`src/hdl/rsbts_pkg.sv`:
```
// ----------------------------------------------------------------------------
// rsbts_pkg
// Shared constants, types and arithmetic helpers for the record sorter.
// ----------------------------------------------------------------------------
package rsbts_pkg;

   // Capacity and course configuration.
   localparam int MAX_RECORDS  = 64;
   localparam int COURSES      = 4;
   localparam int SCORE_FIELDS = 4;
   localparam int USED_SCORES  = (COURSES > SCORE_FIELDS) ? SCORE_FIELDS : COURSES;
   localparam int DIVISOR      = (COURSES < 1) ? 1 : COURSES;

   // Field widths.
   localparam int ID_W    = 32;
   localparam int SCORE_W = 11;
   localparam int TOTAL_W = 13;
   localparam int INDEX_W = 6;
   localparam int COUNT_W = $clog2(MAX_RECORDS + 1);

   // One stored record as it sits in a sorter cell.
   typedef struct packed {
      logic               valid;
      logic [ID_W-1:0]    id;
      logic [INDEX_W-1:0] idx;
      logic [TOTAL_W-1:0] total;
   } entry_type;

   // Per-cycle command broadcast to every cell.
   typedef struct packed {
      logic insert;
      logic pop;
   } cell_ctrl_type;

   // Controller states.
   typedef enum logic {
      ST_FILL,
      ST_EMIT
   } state_type;

   // Sum of the scores that take part in the total.
   function automatic logic [TOTAL_W-1:0] total_of(
      input logic [SCORE_W-1:0] a,
      input logic [SCORE_W-1:0] b,
      input logic [SCORE_W-1:0] c,
      input logic [SCORE_W-1:0] d
   );
      logic [TOTAL_W-1:0] sum;
      sum = '0;
      if (USED_SCORES > 0) sum = sum + TOTAL_W'(a);
      if (USED_SCORES > 1) sum = sum + TOTAL_W'(b);
      if (USED_SCORES > 2) sum = sum + TOTAL_W'(c);
      if (USED_SCORES > 3) sum = sum + TOTAL_W'(d);
      return sum;
   endfunction

   // Average with 2 fractional bits: total * 4 / DIVISOR, truncated.
   function automatic logic [TOTAL_W-1:0] average_of(input logic [TOTAL_W-1:0] total);
      logic [TOTAL_W+1:0] scaled;
      scaled = {total, 2'b00};
      return TOTAL_W'(scaled / DIVISOR);
   endfunction

endpackage

```
`src/hdl/rsbts_cell.sv`:
```
// ----------------------------------------------------------------------------
// rsbts_cell
// One slot of the insertion chain: holds a record, makes room for a new one
// by taking its upper neighbor, and shifts toward the head during emission.
// ----------------------------------------------------------------------------
module rsbts_cell (
   input  logic                     clock,
   input  logic                     reset,
   input  rsbts_pkg::cell_ctrl_type ctrl,
   input  rsbts_pkg::entry_type     new_entry,
   input  rsbts_pkg::entry_type     prev_entry,
   input  logic                     prev_lt,
   input  rsbts_pkg::entry_type     next_entry,
   output rsbts_pkg::entry_type     entry,
   output logic                     lt
);
   import rsbts_pkg::*;

   entry_type entry_ff;
   entry_type entry_in;

   // The new record belongs at or above this slot when the slot is empty or
   // holds a strictly smaller total; equal totals stay ahead, keeping order.
   assign lt = !entry_ff.valid || (entry_ff.total < new_entry.total);

   // Next content of the slot.
   always_comb begin
      entry_in = entry_ff;
      if (ctrl.pop) begin
         entry_in = next_entry;
      end else if (ctrl.insert && lt) begin
         if (prev_lt) begin
            entry_in = prev_entry;
         end else begin
            entry_in = new_entry;
         end
      end
   end

   // Slot register: only the occupancy flag is reset, the payload just follows.
   always_ff @(posedge clock) begin
      if (reset) begin
         entry_ff.valid <= 1'b0;
      end else begin
         entry_ff.valid <= entry_in.valid;
      end
      entry_ff.id    <= entry_in.id;
      entry_ff.idx   <= entry_in.idx;
      entry_ff.total <= entry_in.total;
   end

   assign entry = entry_ff;

endmodule

```
`config.mk`:
```
export PLATFORM = sky130hd
export DESIGN_NAME = rsbts_cell
export DESIGN_NICKNAME = d
export VERILOG_FILES = /design/src/hdl/rsbts_pkg.sv /design/src/hdl/rsbts_cell.sv
export SDC_FILE = /design/constraint.sdc
export NUM_CORES = 1
export LEC_CHECK = 0
export BUFFER_PORTS_ARGS = -buffer_cell sky130_fd_sc_hd__buf_2
export CAP_MARGIN = 0
export CORE_UTILIZATION = 40
export CTS_CLUSTER_DIAMETER = 150
export DETAILED_ROUTE_END_ITERATION = 10
export PLACE_DENSITY = 0.81
export SKIP_LAST_GASP = 1
export SLEW_MARGIN = 25
export SYNTH_ARGS = -nofsm -noshare
export SYNTH_HDL_FRONTEND = slang
export SYNTH_SLANG_ARGS = --single-unit
```
`constraint.sdc`:
```
create_clock -name clock -period 13.15 [get_ports clock]
set_input_delay 1.9725 -clock clock [delete_from_list [all_inputs] [get_ports clock]]
set_output_delay 1.9725 -clock clock [all_outputs]
set_load 0.01 [all_outputs]
```
Word-level counts from Yosys, hierarchy flattened
Cells that the tools add are included.
- magnitude comparators: 1
- muxes and demuxes: 3
- reductions and logical operators: 4
- operator list (kind ; number):
    $mux W52 ; 3
    $lt A13 B13 Y1 ; 1
    $reduce_bool A2 Y1 ; 1
    $logic_and A1 B1 Y1 ; 1
    $logic_not A1 Y1 ; 1
    $logic_or A1 B1 Y1 ; 1
- register bits after elaboration: 52

Logic depth before layout (Yosys ltp)
- depth after elaboration: 5
- gate-level depth with buffers: 7

Least setup slack after synthesis
Ideal clock, no wire load.
- path kind: in2reg
- start point: input new_entry[2] in the netlist's numbering
- end point: register entry_ff, in the netlist entry[0], enable pin
- arrival time: 6593 ps
- required time: 12620 ps
- slack: 6027 ps
- stages on the path: 7
- cells stage by stage: inv_1 > ha_1 > a211oi_2 > o211a_1 > a2111oi_1 > a311o_1 > o21ai_0
- word-level cells in the longest chain between the ends: 4
- RTL lines (what ; line ; RTL):
    from (decl) ; rsbts_cell.sv:10 ; input rsbts_pkg::entry_type new_entry,
    $lt A13 B13 Y1 ; rsbts_cell.sv:24 ; assign lt = !entry_ff.valid || (entry_ff.total < new_entry.total);
    $logic_or A1 B1 Y1 ; rsbts_cell.sv:24 ;
    $logic_and A1 B1 Y1 ; rsbts_cell.sv:31 ; end else if (ctrl.insert && lt) begin
    $reduce_bool A2 Y1 (no source line) ; -- ;
    to (decl) ; rsbts_cell.sv:19 ; entry_type entry_ff;
No other way between the ends.
A chain may end at the register's enable or synchronous reset.

Final worst setup path
- start point: input new_entry[2] in the netlist's numbering
- end point: output lt
- word-level cells in the longest chain between the ends: 2
- RTL lines (what ; line ; RTL):
    $lt A13 B13 Y1 ; rsbts_cell.sv:24 ;
    $logic_or A1 B1 Y1 ; rsbts_cell.sv:24 ;
    to (decl) ; rsbts_cell.sv:15 ; output logic lt
No other way between the ends.

==> results by stage <==
Run status:
- The flow ran to the end, and the final reports show no timing, DRC or antenna violations.

Die:
- The number of primary I/O pins is 214.
- The initial cell density of the core is 42.35%.
- Measured along the x axis, the die boundary spans 87.98 µm.
- The die footprint is 0.007740 mm².
- In this run the vertical extent of the chip is 87.98 µm.
- The placeable core region is 0.006982 mm².
- The site row count is 30.

Routing:
- The number of violations reported at the end of detailed-routing iteration 0 is 66.
- The first detailed-routing pass took 4 iterations.
- The residual DRC count is 0.
- Dividing the detail-routed via count by the number of cells gives 4.830.
- The per-cell routed wire length is 12.92 µm.
- The via count is 2,792.
- The detail route stage leaves a number of antenna-violating nets equal to 0.
- The final layout contains routed wiring with a total length of 7465 µm.

Power and ir drop:
- For this design the ratio of total power to cell area is 96.22 mW/mm².
- The leakage power is 2.144 nW.
- The net load switching power is 0.1098 mW.
- Net switching is 27.30% of the power.
- Of the total power, the clock network draws 21.5%.
- Sequential cells burn 52.8% of the power.
- The part of the power in combinational logic is 25.7%.
- The peak ir drop on the vdd network is 0.04833 mV.
- Cell internal power was estimated by the tool at 0.2925 mW.
- The total power of the final layout is 0.4023 mW.

CTS:
- The H-tree was split into 2 levels.
- The number of buffers inserted to repair setup after CTS is 0.
- TritonCTS built the clock tree.
- Clock tree synthesis inserted a total of 5 buffers.
- The root buffer selected by CTS is clkbuf_8.
- The TritonCTS sink count is 52.
- The clock transition at the register clock pins on the worst setup and hold paths after CTS is 80 ps.
- In this run, post-CTS repair resized a total of 0 instances.
- After clock tree synthesis, the flow added hold-fix buffers numbering 0.
- The clock passes through at most 2 buffers.
- The later pin in the worst-skew pair is clocked with a latency of 300 ps.

Worst setup path:
- The nature of the critical path endpoint is a primary output.
- The most numerous cell type found on the critical path is buf_2.
- The maximum fanout count along the critical path is 3.
- The critical path runs through a total of 9 cells.
- The delay of the slowest critical-path stage is 390 ps.
- The critical path starts at new_entry[2].
- The worst flop-to-flop path endpoint is entry[41].
- In this run the critical register-to-register path is launched from entry[2].
- The critical path start-end classification is input pin to primary output.
- STA classifies the critical path startpoint as an input pin.
- The library cell contributing the largest single delay on the critical path is a2111oi_1.
- In this run the worst setup path terminates at lt.
- Counting cells, the worst reg-to-reg path comes to 7.
- In this design, the largest share of critical-path delay is due to compound AO/OA/AOI/OAI gates.
- Data on the critical path arrives at its endpoint at 3570 ps.
- The critical path buffer and inverter count is 3.
- The endpoint required time on the critical path is 11,180 ps.
- Traced cell by cell, the critical path runs through buf_2, inv_1, ha_1, nand2_1, o211a_1, a2111oi_1, a311o_1, o21ai_1, buf_2.
- The register-to-register setup slack is 10,570 ps.

STA:
- The clock period minus worst slack is 5547 ps.
- Setup repair after global routing left no endpoint under its margin.
- The setup slack after layout is 7603 ps.
- The count of final setup violators is 0.
- The count of pins over their slew limit is 0.
- In this run the tightest slew margin relative to its limit is 42.37%.
- The maximum clock frequency is 0.1803 GHz.
- The final hold violation count is 0.
- After layout, the worst path uses 42.19% of the clock period.
- Summed over all failing endpoints, the final setup total negative slack is 0 ps.
- Clock skew on the completed layout was measured at 7.947 ps.
- For the pin with the worst max-slew slack, the measured transition is 864.4 ps.

Place:
- OpenSTA, run right after detailed placement, puts the worst setup slack at 7590 ps.
- The placed wire-length estimate after detailed placement is 5778 µm.
- At the end of routability-driven placement, the weighted congestion stood at 0.8202.
- The number of placed cells counting well taps is 570.
- Port buffering added 213 buffers.

Finish:
- The commonest non-fill, non-tap cell in the layout is buf_2.
- The number of antenna diodes in the final layout is 0.
- Cells with a size suffix above 1 make up 46.27% of the layout.
- The post-layout net count is 654.
- Compared with the post-synthesis result, the final layout area differs by 41.43%.
- In the layout the commonest cells are buf_2 (213), o21ai_0 (56), nand2_1 (54), mux2i_1 (52), edfxtp_1 (51).
- The core utilization of the finished layout is 59.89%.
- The flip-flop count of the largest register after layout is 52.
- For this run, the number of standard cells in the final layout without fillers is 578.

GRT:
- The first global-routing pass estimated 11,510 µm of wire.
- Entering global routing, the biggest net connects 108 pins.
- The global routing usage summed across all routing layers is 19.36%.
- The final global-route overflow total is 0.
- The number of global-route vias before repair is 2,777.
- The initial antenna violation count is 0.

Logic synthesis:
- The count of different cell masters after synthesis is 22.
- The number of nets handed over by synthesis was 449.
- The number of cells produced by synthesis is 276.
- The Yosys step of the flow raised 0 warnings.
- Sequential elements use 52.48% of the synthesized area.
- The synthesized design contains 52 register bits.
- The cell area that synthesis handed to floorplanning was 0.002957 mm².
- Dividing the synthesized area by the synthesized cell count gives 10.71 µm².

Run:
- The number of max-capacitance violations reported is 0.

Worst hold path:
- The worst hold path begins at entry[51].
- The worst hold path class is register to register.
-- worst register-to-register path: cells and delay by family (launching register included) --
kind,cells,cell delay (ps)
buf+inv,1,540
fa+ha+maj,1,320
compound gates,5,910
flops,1,410
-- Yosys cell counts --
cell / n / area (µm²)
o21ai_0: 57 / 285.3
nand2_1: 54 / 202.7
mux2i_1: 52 / 520.5
edfxtp_1: 51 / 1531
inv_1: 15 / 56.30
clkbuf_1: 12 / 45.04
ha_1: 12 / 150.1
buf_2: 6 / 30.03
a21oi_1: 3 / 15.01
nand4_1: 2 / 12.51
a2111oi_1: 1 / 10.01
a211oi_1: 1 / 7.510
a211oi_2: 1 / 12.51
a311o_1: 1 / 10.01
dfxtp_1: 1 / 20.02
nand2b_1: 1 / 6.260
nor2_1: 1 / 3.750
nor2b_1: 1 / 6.260
o211a_1: 1 / 10.01
o21ai_1: 1 / 5.000
o22ai_1: 1 / 6.260
o311a_1: 1 / 10.01
-- stage by stage --
step / hold slack, ps / cell area [µm²]
finish: 638.2 / 4182
global route: 700.3 / 4182
CTS: 638.6 / 4182
detailed placement: 622.9 / 4101
floorplan: 630.8 / 2957
global placement: 614.1 / 4101
-- metal layers --
metal | GRT usage (%) | part of all wire [%] | wire length (µm) | up-vias
li1 | - | - | - | 1405
met1 | 19.70 | 37 | 2794 | 1245
met2 | 37.98 | 53 | 3982 | 129
met3 | 4.901 | 7.3 | 548 | 13
met4 | 6.408 | 1.9 | 140 | 0
met5 | 0 | 0 | 0 | -
-- kinds of logic (layout without fill, tap and decap cells) --
family,Yosys count,count (layout),synth area share (%)
flops,52,52,52.48
fa+ha+maj,12,12,5.078
buf+inv,33,239,4.443
mux,52,52,17.60
simple gates,59,59,7.829
compound gates,68,68,12.57
-- area by class of cell --
cell class	count	area, µm²
inverter	15	56.30
clock inverter	1	3.754
multi-input combinational	191	1285
tap	96	120.1
clock buffer	7	76.32
fill	624	2800
sequential	52	1551
timing repair buffer	216	1089
-- power by group through the flow --
stage / logic (mW) / registers, mW / clock network, mW
2_1_floorplan: 0.0399 / 0.229 / 0
3_3_place_gp: 0.102 / 0.215 / 0
3_5_place_dp: 0.105 / 0.216 / 0
4_1_cts: 0.105 / 0.213 / 0.0904
5_1_grt: 0.115 / 0.215 / 0.0957
6_report: 0.103 / 0.212 / 0.0866
-- how the worst min path moves through the flow --
stage,end,slack [ps],cells past startpoint
2_1_floorplan,entry[51],630,3
3_3_place_gp,entry[51],610,3
3_5_place_dp,entry[51],620,3
4_1_cts,entry[51],640,3
5_1_grt,entry[51],700,3
6_report,entry[51],640,3
(Power assumes the default switching activity.)
