## src/hdl/rsbts_pkg.sv

```systemverilog
// ----------------------------------------------------------------------------
// rsbts_pkg
// Shared constants, types and arithmetic helpers for the record sorter.
// ----------------------------------------------------------------------------
package rsbts_pkg;

   // Capacity and course configuration.
   localparam int MAX_RECORDS  = 64;
   localparam int COURSES      = 4;
   localparam int SCORE_FIELDS = 4;
   localparam int USED_SCORES  = (COURSES > SCORE_FIELDS) ? SCORE_FIELDS : COURSES;
   localparam int DIVISOR      = (COURSES < 1) ? 1 : COURSES;

   // Field widths.
   localparam int ID_W    = 32;
   localparam int SCORE_W = 11;
   localparam int TOTAL_W = 13;
   localparam int INDEX_W = 6;
   localparam int COUNT_W = $clog2(MAX_RECORDS + 1);

   // One stored record as it sits in a sorter cell.
   typedef struct packed {
      logic               valid;
      logic [ID_W-1:0]    id;
      logic [INDEX_W-1:0] idx;
      logic [TOTAL_W-1:0] total;
   } entry_type;

   // Per-cycle command broadcast to every cell.
   typedef struct packed {
      logic insert;
      logic pop;
   } cell_ctrl_type;

   // Controller states.
   typedef enum logic {
      ST_FILL,
      ST_EMIT
   } state_type;

   // Sum of the scores that take part in the total.
   function automatic logic [TOTAL_W-1:0] total_of(
      input logic [SCORE_W-1:0] a,
      input logic [SCORE_W-1:0] b,
      input logic [SCORE_W-1:0] c,
      input logic [SCORE_W-1:0] d
   );
      logic [TOTAL_W-1:0] sum;
      sum = '0;
      if (USED_SCORES > 0) sum = sum + TOTAL_W'(a);
      if (USED_SCORES > 1) sum = sum + TOTAL_W'(b);
      if (USED_SCORES > 2) sum = sum + TOTAL_W'(c);
      if (USED_SCORES > 3) sum = sum + TOTAL_W'(d);
      return sum;
   endfunction

   // Average with 2 fractional bits: total * 4 / DIVISOR, truncated.
   function automatic logic [TOTAL_W-1:0] average_of(input logic [TOTAL_W-1:0] total);
      logic [TOTAL_W+1:0] scaled;
      scaled = {total, 2'b00};
      return TOTAL_W'(scaled / DIVISOR);
   endfunction

endpackage

```

## src/hdl/rsbts_ctrl.sv

```systemverilog
// ----------------------------------------------------------------------------
// rsbts_ctrl
// Fill/emit sequencer: counts stored records, tracks overflow and drives the
// insert and pop commands of the cell chain.
// ----------------------------------------------------------------------------
module rsbts_ctrl (
   input  logic                            clock,
   input  logic                            reset,
   input  logic                            req_valid,
   input  logic                            req_final,
   input  logic                            rsp_ready,
   output logic                            req_ready,
   output logic                            rsp_valid,
   output logic                            last_out,
   output logic                            dropped,
   output logic [rsbts_pkg::INDEX_W-1:0]   arrival_index,
   output rsbts_pkg::cell_ctrl_type        cell_ctrl
);
   import rsbts_pkg::*;

   state_type           state_ff;
   state_type           state_in;
   logic [COUNT_W-1:0]  count_ff;
   logic [COUNT_W-1:0]  count_in;
   logic                overflow_ff;
   logic                overflow_in;
   logic                req_fire;
   logic                rsp_fire;
   logic                has_room;

   assign has_room = (count_ff < COUNT_W'(MAX_RECORDS));
   assign req_fire = req_valid && req_ready;
   assign rsp_fire = rsp_valid && rsp_ready;

   // Next state.
   always_comb begin
      state_in = state_ff;
      unique case (state_ff)
         ST_FILL: begin
            if (req_fire && req_final) state_in = ST_EMIT;
         end
         ST_EMIT: begin
            if (rsp_fire && last_out) state_in = ST_FILL;
         end
         default: state_in = ST_FILL;
      endcase
   end

   // Outputs decoded from the state.
   always_comb begin
      req_ready = 1'b0;
      rsp_valid = 1'b0;
      unique case (state_ff)
         ST_FILL: req_ready = 1'b1;
         ST_EMIT: rsp_valid = 1'b1;
         default: begin
            req_ready = 1'b0;
            rsp_valid = 1'b0;
         end
      endcase
   end

   assign last_out         = (count_ff == COUNT_W'(1));
   assign dropped          = overflow_ff;
   assign arrival_index    = INDEX_W'(count_ff);
   assign cell_ctrl.insert = req_fire && has_room;
   assign cell_ctrl.pop    = rsp_fire;

   // Record count and overflow tracking.
   always_comb begin
      count_in    = count_ff;
      overflow_in = overflow_ff;
      if (req_fire) begin
         if (has_room) begin
            count_in = count_ff + COUNT_W'(1);
         end else begin
            overflow_in = 1'b1;
         end
      end else if (rsp_fire) begin
         count_in = count_ff - COUNT_W'(1);
         if (last_out) overflow_in = 1'b0;
      end
   end

   always_ff @(posedge clock) begin
      if (reset) begin
         state_ff    <= ST_FILL;
         count_ff    <= '0;
         overflow_ff <= 1'b0;
      end else begin
         state_ff    <= state_in;
         count_ff    <= count_in;
         overflow_ff <= overflow_in;
      end
   end

   // The count never exceeds the chain length.
   assert property (@(posedge clock) disable iff (reset)
      count_ff <= COUNT_W'(MAX_RECORDS))
      else $error("rsbts_ctrl: record count above capacity");

   // Emission only runs while records are stored.
   assert property (@(posedge clock) disable iff (reset)
      rsp_valid |-> (count_ff != '0))
      else $error("rsbts_ctrl: response offered with empty store");

   // Taking the last response empties the block and clears overflow.
   assert property (@(posedge clock) disable iff (reset)
      (rsp_fire && last_out) |=> (count_ff == '0) && !overflow_ff && req_ready)
      else $error("rsbts_ctrl: block not cleared after last response");

   // A request never lands while emitting.
   assert property (@(posedge clock) disable iff (reset)
      !(req_ready && rsp_valid))
      else $error("rsbts_ctrl: fill and emit overlap");

endmodule

```

## config.mk

```make
export PLATFORM = sky130hd
export DESIGN_NAME = rsbts_ctrl
export DESIGN_NICKNAME = d
export VERILOG_FILES = /design/src/hdl/rsbts_pkg.sv /design/src/hdl/rsbts_ctrl.sv
export SDC_FILE = /design/constraint.sdc
export NUM_CORES = 1
export LEC_CHECK = 0
export BUFFER_PORTS_ARGS = -buffer_cell sky130_fd_sc_hd__buf_2
export CAP_MARGIN = 20
export CORE_AREA = 2 2 39 41
export CTS_CLUSTER_DIAMETER = 150
export DETAILED_ROUTE_END_ITERATION = 7
export DIE_AREA = 0 0 41 43
export PLACE_DENSITY_LB_ADDON = 0.1
export RECOVER_POWER = 100
export SYNTH_ARGS = -nofsm -noshare
export SYNTH_HDL_FRONTEND = slang
export SYNTH_SLANG_ARGS = --single-unit
```

## constraint.sdc

```tcl
create_clock -name clock -period 2.12 [get_ports clock]
set_clock_uncertainty 0.05 [all_clocks]
set_input_delay 0.106 -clock clock [delete_from_list [all_inputs] [get_ports clock]]
set_output_delay 0.106 -clock clock [all_outputs]
set_load 0.01 [all_outputs]
```

Yosys cells after proc, flatten, opt, wreduce, memory -nomap -nowiden
Index checks and enable logic that the tools add are counted.
Word-level totals
  bits of input ports: 5
  bits in registers: 9
  memories kept: 0
  latch bits: 0
  word-level logic and storage cells: 31
  memory bits (read-only): 0
  memory bits (writable): 0
Operators by class
  reduce and logical (&&, ||, !) cells: 9
  multipliers: 0
  magnitude comparators: 1
  shift operators: 0
  bitwise operators: 1
  divide/modulo/power cells: 0
  equal/unequal tests: 3
  mux-type cells: 12
  add/sub/neg operators: 2
Operators with widths (number)
  $mux W7: 3
  $mux W1: 8
  $add A7 B1 Y7 const B: 1
  $eq A7 B1 Y1 const B: 1
  $lt A7 B7 Y1 const B: 1
  $sub A7 B1 Y7 const B: 1
  $logic_and A1 B1 Y1: 5
  $reduce_bool A2 Y1: 2
  $reduce_and A3 Y1: 1
  $ne A2 B1 Y1 const B: 1
  $ne A2 B2 Y1 const B: 1
  $pmux W1 S2: 1
  $reduce_and A2 Y1: 1
  $not A1 Y1: 1

Logic depth before layout (Yosys ltp)
  word-level depth: 5
  mapped depth: 6
  gate-level depth less buffers: 6

Worst setup path after synthesis
Ideal clock, no wire load.
  path kind: reg2reg
  start: register state_ff
  end: register count_ff[5]
  arrival time: 1.457 ns
  cell stages (with the launch flop): 5
  path buffers: 0
  setup slack: 0.492 ns
  path through: dfxtp_1 > nor3b_2 > a22oi_1 > a21oi_1 > mux2_2
On the way
  word-level cells in the longest chain between the ends: 4
  elaborated cells between the ends (all ways): 8
  those cells by class: eq/ne: 1; mux: 3; reduce/logical: 4
Ends and longest elaborated chain
  start, declared: RTL line rsbts_ctrl.sv:21  | state_type state_ff;
  start signal, assigned: RTL line rsbts_ctrl.sv:91  | state_ff <= state_in;
  $mux W1: RTL line rsbts_ctrl.sv:53  | unique case (state_ff)
  $logic_and A1 B1 Y1 (on tied branches): RTL line rsbts_ctrl.sv:32, rsbts_ctrl.sv:33
  $ne A2 B1 Y1 (no source line) / $reduce_bool A2 Y1 (equally long branches)
  $reduce_and A2 Y1 (no source line)
  end signal, assigned: RTL line rsbts_ctrl.sv:92  | count_ff <= count_in;
  end, declared: RTL line rsbts_ctrl.sv:23  | logic [COUNT_W-1:0] count_ff;
Several ways; a longest one is shown, not always the timed one.
A chain may end at the register's enable or synchronous reset.

Worst setup path in the final report
  start: register count_ff[2]
  end: output last_out
On the way
  word-level cells in the longest chain between the ends: 1
Ends and longest elaborated chain
  $eq A7 B1 Y1: RTL line rsbts_ctrl.sv:63  | assign last_out = (count_ff == COUNT_W'(1));
  end, declared: RTL line rsbts_ctrl.sv:14  | output logic last_out,
Every way passes these cells.

==> summary.txt <==
Critical path
  – CP max-delay cell: or4_1
  – Critical register-to-register path startpoint: count_ff[6]
  – Critical Path Fanout Max: 7
  – Crit. Startpoint: count_ff[2]
  – CP required: 1960 ps
  – CP Cell Sequence: or4_1 -> nor3b_4 -> clkbuf_1
  – Crit Path Category: flop to output port
  – Top delay family on crit path: simple AND/OR/NAND/NOR gates
  – Startpoint Class: flop
  – CP peak stage delay: 630 ps
  – CP arrival: 1690 ps
  – Buf/Inv on CP: 1
  – Crit. End Element: output port

Floorplan
  – Die area: 0.00176 mm^2
  – Initial core utilization: 0.439
  – Core area: 0.00138 mm^2
  – Row Count: 14
  – DIE WIDTH: 41 um
  – Chip Height: 43 um
  – I/O pin count: 17

Clock network
  – Post-CTS resize count: 0
  – Hold buffers post-CTS: 0
  – Worst-path clk slew: 70 ps
  – Clock Root Buffer: clkbuf_4
  – CTS Sinks: 9
  – CTS tree: yes
  – H-Tree Depth: 1
  – Post-CTS setup buffers: 0
  – Num CTS Buffers: 3
  – Clock Tree Buf Depth: 2
  – Clock Latency Late Sink: 260 ps

Final layout
  – Antenna Cells: 0
  – Area grow syn2layout: 7.61%
  – Share of cells above drive strength 1: 0.198
  – Post-layout util: 0.473
  – Post-route cell area: 654 um^2
  – Nets: 90

Logic synthesis
  – Sequential fraction of the synthesis area: 0.296
  – Dominant cell type by area after synthesis: dfxtp_1
  – Yosys cell types: 31
  – FFs w/ async S/R, synth: 0
  – Post-synth EDFFs: 0
  – Synth Warn #: 0
  – Largest cells by area after synthesis: dfxtp_1, buf_4, ha_1
  – Seq cells post-synth: 9
  – Cell Area, Synth: 608 um^2
  – Mapped Nets: 77
  – Synth top area share: 0.296
  – Syn Inst Count: 69
  – Most common cell in the netlist: dfxtp_1
  – Post-synth top cells: dfxtp_1, buf_4, nor2_1
  – Avg Cell Area, Syn: 8.81 um^2
  – Post-synth top flop: dfxtp_1

Drt
  – Drt total wl: 1.19 mm
  – Routed vias/inst: 5.04
  – Final antenna-violating net count: 0
  – Drt wl/cell: 12.2 um
  – Initial DRC count: 1
  – Routed vias: 489
  – Detailed-route DRC error count: 0
  – DR pass1 iterations: 4

Pwr
  – Total power: 489 uW
  – Cell Pwr Density: 748 mW/mm^2
  – Worst vdd ir: 0.271 mV
  – P_leak: 0.000272 uW

Outcome
  – Result of the run: finished clean

Timing
  – Measured slew at the worst slew-check pin: 441 ps
  – Setup Viol. Count Final: 0
  – Fmax: 541 MHz
  – Final period util: 0.872
  – RSZ-0062 raised after global routing: no
  – Worst hold margin: 87.9 ps
  – Pins Over Slew Limit: 0
  – Slew HR: 0.705
  – Setup TNS: 0 ps
  – Fin. Hold Viols: 0
  – Clock period minus final worst setup slack: 1850 ps

Placement
  – Post-DP HPWL: 913 um
  – Cell Area, Placed: 651 um^2
  – Port Buffers: 16
  – Placer Congestion: 0.711

Global routing
  – Grt ovf: 0
  – Pin count of the biggest net entering global routing: 11
  – Initial antenna violation count: 0
  – Total Routing Usage GR: 0.169
  – Vias in the first global route: 452
  – First-pass GRT wire length: 1.97 mm

Min path
  – Beginning of the worst hold path: req_final
  – Worst Hold Class: primary input to flop

Job
  – Maxcap violations: 0
## per-layer routing
metal,vias up,track usage,part of all wire
li1,250,-,-
met1,226,0.227,0.47
met2,11,0.231,0.47
met3,2,0.0471,0.044
met4,0,0.100,0.0093
met5,-,0,0
## stage by stage
stage,cells,setup slack [ps]
after floorplan,69,492
after CTS,97,302
after detailed placement,93,413
after global routing,97,174
after global placement,93,407
final,97,272
## worst register-to-register path: stages (launching register included)
cell and delay (ps):
dfxtp_1 380, nor3b_2 440, a22oi_1 220, a21oi_1 200, mux2_2 350
## final timing paths
path,end,slack (ps),cells past startpoint
hold / removal,state_ff,90,3
setup / recovery,last_out,270,3
setup reg to reg,count_ff[5],380,4
hold reg to reg,dropped,450,2
## layout by cell type, fill, tap and decap left out, drive strengths merged
| master | count |
|---|---|
| a211oi | 2 |
| a21oi | 5 |
| a22oi | 1 |
| and3 | 2 |
| buf | 4 |
| clkbuf | 16 |
| dfxtp | 9 |
| ha | 3 |
| inv | 4 |
| mux2 | 2 |
| mux2i | 1 |
| nand2 | 2 |
| nand2b | 1 |
| nand3 | 2 |
| nor2 | 7 |
| nor2b | 6 |
| nor3 | 3 |
| nor3b | 2 |
| o21ai | 1 |
| o22ai | 1 |
| or2 | 1 |
| or3 | 2 |
| or4 | 1 |
| xnor2 | 1 |
| xor2 | 2 |
## kinds of logic (layout without fill, tap and decap cells)
| kind of cell | Yosys count | count (layout) | synth area share |
|---|---|---|---|
| fa+ha+maj | 3 | 3 | 0.0617 |
| xor+xnor | 3 | 3 | 0.0432 |
| compound gates | 10 | 10 | 0.103 |
| flops | 9 | 9 | 0.296 |
| buf+inv | 12 | 24 | 0.119 |
| simple gates | 29 | 29 | 0.323 |
| mux | 3 | 3 | 0.0535 |
## report_power, final
group,internal [uW],switching [uW]
clock,72.7,65.1
sequential,187,27.5
combinational,63.8,73.7
## sequential cells by signal (all words and copies together), names as in the netlist
register	cells
dropped	1
state_ff	1
count_ff	7
## layout make-up
type                    count  area [um^2]
inverters                   4         15.0
clock buffers               4         26.3
flip-flops and latches      9          180
well taps                  16         20.0
multi-input cells          48          348
repair buffers             16         65.1
fillers                   152          729
Power figures use the tool's default switching activity.
